File: src/design/stq_pkg.sv
// Shared types and codes for the sorted timer queue.
// No dependencies; imported by stq_cell and sorted_timer_queue.
package stq_pkg;

  localparam int STQ_DEPTH = 16;

  localparam logic [1:0] MODE_REGISTER = 2'd0;
  localparam logic [1:0] MODE_REMOVE   = 2'd1;
  localparam logic [1:0] MODE_CHECK    = 2'd2;
  localparam logic [1:0] MODE_CLEAR    = 2'd3;

  localparam logic [1:0] STATUS_OK    = 2'd0;
  localparam logic [1:0] STATUS_EMPTY = 2'd1;
  localparam logic [1:0] STATUS_FULL  = 2'd2;

  localparam logic [31:0] ID_FIRST = 32'd1;

  typedef enum logic [1:0] {
    OP_NONE,
    OP_INSERT,
    OP_SHIFT,
    OP_CLEAR
  } stq_op_t;

  // broadcast to every cell
  typedef struct packed {
    stq_op_t     op;
    logic [63:0] key;
    logic [31:0] new_id;
    logic        match_en;
    logic [31:0] target_id;
  } stq_ctl_t;

  // contents of one cell, handed to its neighbors
  typedef struct packed {
    logic        valid;
    logic [63:0] trig;
    logic [31:0] id;
  } stq_link_t;

endpackage

File: src/design/stq_cell.sv
// One slot of the sorted timer chain: holds a trigger time and id.
// Depends on stq_pkg.
module stq_cell import stq_pkg::*; (
  input  logic      clk,
  input  logic      rst_n,
  input  stq_ctl_t  ctl,
  input  stq_link_t left,
  input  stq_link_t right,
  input  logic      stay_in,
  input  logic      rm_in,
  output stq_link_t own,
  output logic      stay_out,
  output logic      rm_out
);

  logic        valid_r, valid_nxt;
  logic [63:0] trig_r, trig_nxt;
  logic [31:0] id_r, id_nxt;
  logic        hit;

  assign own      = '{valid: valid_r, trig: trig_r, id: id_r};
  assign hit      = ctl.match_en && valid_r && (id_r == ctl.target_id);
  assign stay_out = valid_r && (trig_r <= ctl.key);
  assign rm_out   = rm_in | hit;

  always_comb begin
    valid_nxt = valid_r;
    trig_nxt  = trig_r;
    id_nxt    = id_r;
    unique case (ctl.op)
      OP_INSERT: begin
        if (!stay_out) begin
          if (stay_in) begin
            valid_nxt = 1'b1;
            trig_nxt  = ctl.key;
            id_nxt    = ctl.new_id;
          end else begin
            valid_nxt = left.valid;
            trig_nxt  = left.trig;
            id_nxt    = left.id;
          end
        end
      end
      OP_SHIFT: begin
        if (rm_out) begin
          valid_nxt = right.valid;
          trig_nxt  = right.trig;
          id_nxt    = right.id;
        end
      end
      OP_CLEAR: begin
        valid_nxt = 1'b0;
      end
      default: begin
      end
    endcase
  end

  always_ff @(posedge clk) begin
    if (!rst_n) begin
      valid_r <= 1'b0;
    end else begin
      valid_r <= valid_nxt;
    end
    trig_r <= trig_nxt;
    id_r   <= id_nxt;
  end

endmodule

File: config.mk
export PLATFORM = sky130hd
export DESIGN_NAME = stq_cell
export DESIGN_NICKNAME = d
export VERILOG_FILES = /design/src/design/stq_pkg.sv /design/src/design/stq_cell.sv
export SDC_FILE = /design/constraint.sdc
export NUM_CORES = 1
export LEC_CHECK = 0
export ABC_AREA = 1
export BUFFER_PORTS_ARGS = -buffer_cell sky130_fd_sc_hd__buf_2
export CAP_MARGIN = 10
export CORE_AREA = 8 8 158 160
export DETAILED_ROUTE_END_ITERATION = 8
export DIE_AREA = 0 0 166 168
export PLACE_DENSITY = 0.66
export SYNTH_ARGS = -nofsm -noshare
export SYNTH_HDL_FRONTEND = slang
export SYNTH_SLANG_ARGS = --single-unit
export TNS_END_PERCENT = 10
File: constraint.sdc
create_clock -name clk -period 17.2 [get_ports clk]
set_input_delay 0 -clock clk [delete_from_list [all_inputs] [get_ports clk]]
set_output_delay 0 -clock clk [all_outputs]
set_load 0.005 [all_outputs]
### Yosys cells after proc, flatten, opt, wreduce, memory -nomap -nowiden

Cells that the tools add are included.

| storage, ports and cells | value |
|---|---|
| register bits after elaboration | 97 |
| input port bits | 329 |
| output and inout bits | 99 |
| logic and storage cells | 30 |

| cells by class | value |
|---|---|
| order comparisons | 1 |
| equality and inequality tests | 6 |
| muxes and demuxes | 12 |
| bitwise operators | 1 |
| reductions and logical operators | 7 |

Operator list:

| cell | count |
|---|---|
| two-way mux 64 bit | 3 |
| one-hot mux 64 bit (2 select lines) | 1 |
| two-way mux 32 bit | 3 |
| <= comparator 64 bit | 1 |
| one-hot mux 32 bit (2 select lines) | 1 |
| == test 32 bit | 1 |
| AND reduction 3 bit | 2 |
| == test 2 bit, second input constant | 2 |
| != test 2 bit, second input constant | 2 |
| logical AND 1 bit | 3 |
| two-way mux 1 bit | 3 |
| one-hot mux 1 bit (3 select lines) | 1 |
| nonzero test 3 bit | 1 |
| == test 2 x 1 -> 1 bit, second input constant | 1 |
| nonzero test 2 bit | 1 |
| bitwise OR 1 bit | 1 |

### Longest topological paths before layout

| depth | value |
|---|---|
| depth after elaboration | 5 |
| depth in mapped cells | 18 |
| depth with buffers taken out | 18 |

### Worst setup path after synthesis

Ideal clock, no wire load.

| timing path | value |
|---|---|
| path kind | register -> register |
| start | register trig_r[47] |
| end | register id_r[0], enable pin |
| setup time | 583 ps |
| data arrival time | 6,060 ps |
| required time | 16,617 ps |
| setup slack | 10,557 ps |
| stages on the path, launching flop included | 10 |
| buffers on the path | 0 |
| period minus slack after synthesis | 6,643 ps |
| path through | edfxtp_1 -> ha_1 -> nand4_2 -> nor2_2 -> nand3_1 -> nor3_2 -> nand2_1 -> nand2_1 -> a21oi_2 -> a21oi_1 |

| between the ends | value |
|---|---|
| longest elaborated chain between the ends | 4 |

RTL lines:

| item | line | text |
|---|---|---|
| from (decl) | stq_cell.sv:17 | `logic [63:0] trig_r, trig_nxt;` |
| from (signal assigned) | stq_cell.sv:65 | `trig_r <= trig_nxt;` |
| <= comparator 64 bit | stq_cell.sv:23 | `assign stay_out = valid_r && (trig_r <= ctl.key);` |
| logical AND 1 bit | stq_cell.sv:23 |  |
| via stay_out | stq_cell.sv:12 | `output logic stay_out,` |
| != test 2 bit (no line) | -- |  |
| AND reduction 3 bit (no line) | -- |  |
| to (signal assigned) | stq_cell.sv:66 | `id_r <= id_nxt;` |
| to (decl) | stq_cell.sv:18 | `logic [31:0] id_r, id_nxt;` |

The timed path passes the listed nets, and every way through them passes these cells.
A chain may end at the register's enable or synchronous reset.

### Final worst setup path

| timing path | value |
|---|---|
| start | register trig_r[43] |
| end | register id_r[25], enable pin |

| between the ends | value |
|---|---|
| longest elaborated chain between the ends | 4 |

RTL lines:

| item | line |
|---|---|
| <= comparator 64 bit | stq_cell.sv:23 |
| logical AND 1 bit | stq_cell.sv:23 |
| != test 2 bit (no line) | -- |
| AND reduction 3 bit (no line) | -- |

No other way between the ends.

==> results by group <==
Run status
  • Status: finished, final reports clean

Clocking
  • Clk slew on worst S/H paths: ~0.070 ns
  • CTS-repair resized insts: 0
  • CTS tree: yes
  • H-tree depth: 3
  • CTS Buf Count: 9
  • Clock Sinks: between 90 and 100
  • Root Buffer: clkbuf_16
  • CTS max path bufs: 2
  • Clk_lat worst skew: between 0.3 and 0.4 ns

Placement
  • Placed cell count: roughly 1,700
  • GP Congestion: ~0.86
  • Detail Placement HPWL: roughly 22,000 microns
  • Area after DPL: between 9000 and 10,000 sq um
  • Dpl ws: between 10 and 15 ns
  • PortBufs: ~430

Logic synthesis
  • Cell taking the most area after synthesis: edfxtp_1
  • Top cells by area, synth: edfxtp_1 (40%), nand2_1 (16%), ha_1 (11%)
  • Ys async rst share: 0
  • Yosys reg bits: a little under 100
  • Seq/Total Area, Yosys: 0.3981
  • Syn Std Cell Area: roughly 7300 sq um
  • Mapped Cells: just under 1,000
  • Synth top area share: 0.3953
  • Synth Area per Inst: between 7 and 8 sq um
  • Number of flops mapped to enable cells by yosys: between 90 and 100
  • Main synth FF type: edfxtp_1
  • Largest family of logic cells by synthesized area: simple AND/OR/NAND/NOR gates
  • YS warnings: 0
  • Synth Area in Adders: 0.1098
  • Post-synth cell types: 27
  • Synth Area in XOR/XNOR: 0.01441
  • Multiplexer share of the synthesized area: 0
  • Syn nets: roughly 1,400
  • Compound-cell area share of the yosys netlist: 0.1656
  • Post-synthesis simple-gate area fraction: 0.2049

GRT
  • Initial antenna violation count: 9
  • Vias in the first global route: between 8,000 and 9,000
  • GRT Overall Usage: 0.1955
  • Largest net degree at the start of global routing: 103
  • First-pass GRT wire length: 43,790 microns
  • Total grt overflow: 0

Layout
  • Post-route cell area: roughly 11,000 sq um
  • Layout cells sized above 1: 0.3064
  • Layout Cells excl Fill: roughly 1,800
  • Area growth syn-to-layout: 51.30%
  • Nets: approximately 1,900
  • Commonest non-fill, non-tap cell in the layout: buf_2
  • Most frequent cells in the layout: buf_2 (426), nand2_1 (310), inv_1 (147), o21ai_1 (112), dlygate4sd3_1 (109)

Detailed routing
  • DRT antenna net count: 0
  • Routed WL: 28,470 microns
  • Avg WL per Cell: ~16 microns
  • First-pass DRT Iterations: 5
  • Vias: a little over 8,000
  • Via/cell ratio: 4.643
  • DRC violations left: 0
  • Drt initial violations: ~460

Floorplanning
  • Initial Utilization: 0.3260
  • Die X: approximately 170 microns
  • Die area: approximately 28,000 sq um
  • Die H: between 150 and 200 microns
  • Site Rows: 55
  • Core area: approximately 22,000 sq um
  • Ports: 428

Pwr
  • Tot Pwr: roughly 0.00071 W
  • Comb power frac: 0.291
  • Pint: about 0.0005 W
  • Reg power frac: 0.426
  • P_leak: ~5.6 nW
  • Sw Pwr: 0.0002070 W
  • Peak supply drop: just over 0.05 mV
  • Power per cell area: between 60 and 70 nW/um^2
  • Net Sw Frac: 0.2927
  • Clock Power Share: 0.284

Critical path
  • Critical path type: reg -> reg
  • Crit path max-delay cell type: buf_4
  • R2R Setup Slk: roughly 14 ns
  • Crit-path leading delay family: buffers and inverters
  • Worst path bufs/invs: 3
  • Max incr delay on CP: 0.66 ns
  • CP Launch Type: flop
  • CP Cell Sequence: ha_1 -> nand2_1 -> inv_2 -> nand3_1 -> nor2_2 -> nand3_1 -> nor3_2 -> nand2_1 -> nand2_1 -> a21oi_2 -> a21oi_4 -> buf_4 -> buf_4
  • Max FO, Critical Path: 52
  • Worst Path Required: 17.18 ns
  • Cell mode on critical path: nand2_1
  • Data arrival time of the critical path: approximately 3.3 ns
  • Setup crit end kind: flop

STA
  • Min Tclk post-route: between 3 and 4 ns
  • Tightest Pin Transition: roughly 0.97 ns
  • Max Clock Freq: about 0.3 GHz
  • Final hold vios: 0
  • Final WS setup: approximately 14 ns
  • Final worst path period share: 0.1926
  • RSZ-0062 raised after global routing: no
  • Slew Viols, Final: 0
  • Setup_tns: 0 ns
  • Clk_skew: 0.01116 ns
  • Slew HR: 0.3539
  • Final setup viols: 0

Min path
  • Worst Hold Class: in -> reg

Job
  • Max-cap violations: 0
## path summary, 6_finish.rpt
kind,from,cells after the start,endpoint
min reg2reg,valid_r,5,valid_r
min,left[91],3,trig_r[59]
max,trig_r[43],13,id_r[25]
max reg2reg,trig_r[43],13,id_r[25]
## flip-flops by register name, indices dropped and copies added, names as in the netlist
name / cells
id_r: 32
trig_r: 64
valid_r: 1
## kinds of logic (layout without fill, tap and decap cells)
family	Yosys count	in the layout
fa+ha+maj	64	64
other cells	0	8
simple gates	378	378
flops	97	97
buf+inv	195	709
xor+xnor	12	12
compound gates	238	238
## cell usage after synthesis, types with 10 or more instances
| master | count |
|---|---|
| nand2_1 | 310 |
| inv_1 | 147 |
| o21ai_1 | 112 |
| edfxtp_1 | 96 |
| o21ai_0 | 90 |
| ha_1 | 64 |
| nor2_1 | 39 |
| a21oi_1 | 30 |
| clkbuf_1 | 18 |
| buf_2 | 13 |
| nand3_1 | 11 |
| xnor2_1 | 10 |
## tightest hold or removal path, delay by kind of cell
family | cells | cell delay [ns]
compound gates | 2 | 0.16
buf+inv | 1 | 0.08
## cell type report
cell class / count / area [sq um]
fillers: 2174 / 11330
diodes: 8 / 20.02
flip-flops and latches: 97 / 2903
clock buffers: 11 / 232.7
clock inverters: 5 / 56.30
repair buffers: 541 / 3268
multi-input cells: 692 / 3626
well taps: 285 / 356.6
inverters: 152 / 570.5
## repair_timing
action / CTS / global route
setup endpoints to repair: 0 / 0
hold endpoints to repair: 90 / 1
setup buffers: 0 / 0
hold buffers: 108 / 1
## power groups by stage
stage	clock (W)	sequential [W]	combinational (W)
after floorplan	0	0.000309	0.0000929
after global placement	0	0.000304	0.000182
after detailed placement	0	0.000306	0.000184
after CTS	0.000207	0.000301	0.000206
after global routing	0.000215	0.000304	0.000231
final	0.000201	0.000301	0.000205
## per-layer routing
metal,vias to the layer above,GRT usage,part of all wire
met5,-,0,0.00046
met4,2,0.09289,0.036
met3,62,0.04935,0.069
met2,349,0.3504,0.50
met1,3670,0.2141,0.39
li1,4232,-,-
## through the flow
stage          utilization  hold slack (ns)
2_1_floorplan            -           0.1058
3_3_place_gp        0.4307           0.2857
3_5_place_dp        0.4307           0.2904
4_1_cts             0.4920        0.0005706
5_1_grt             0.4933         0.001169
6_report            0.4933          0.01345
No activity file was read; power rests on OpenSTA's default activity.
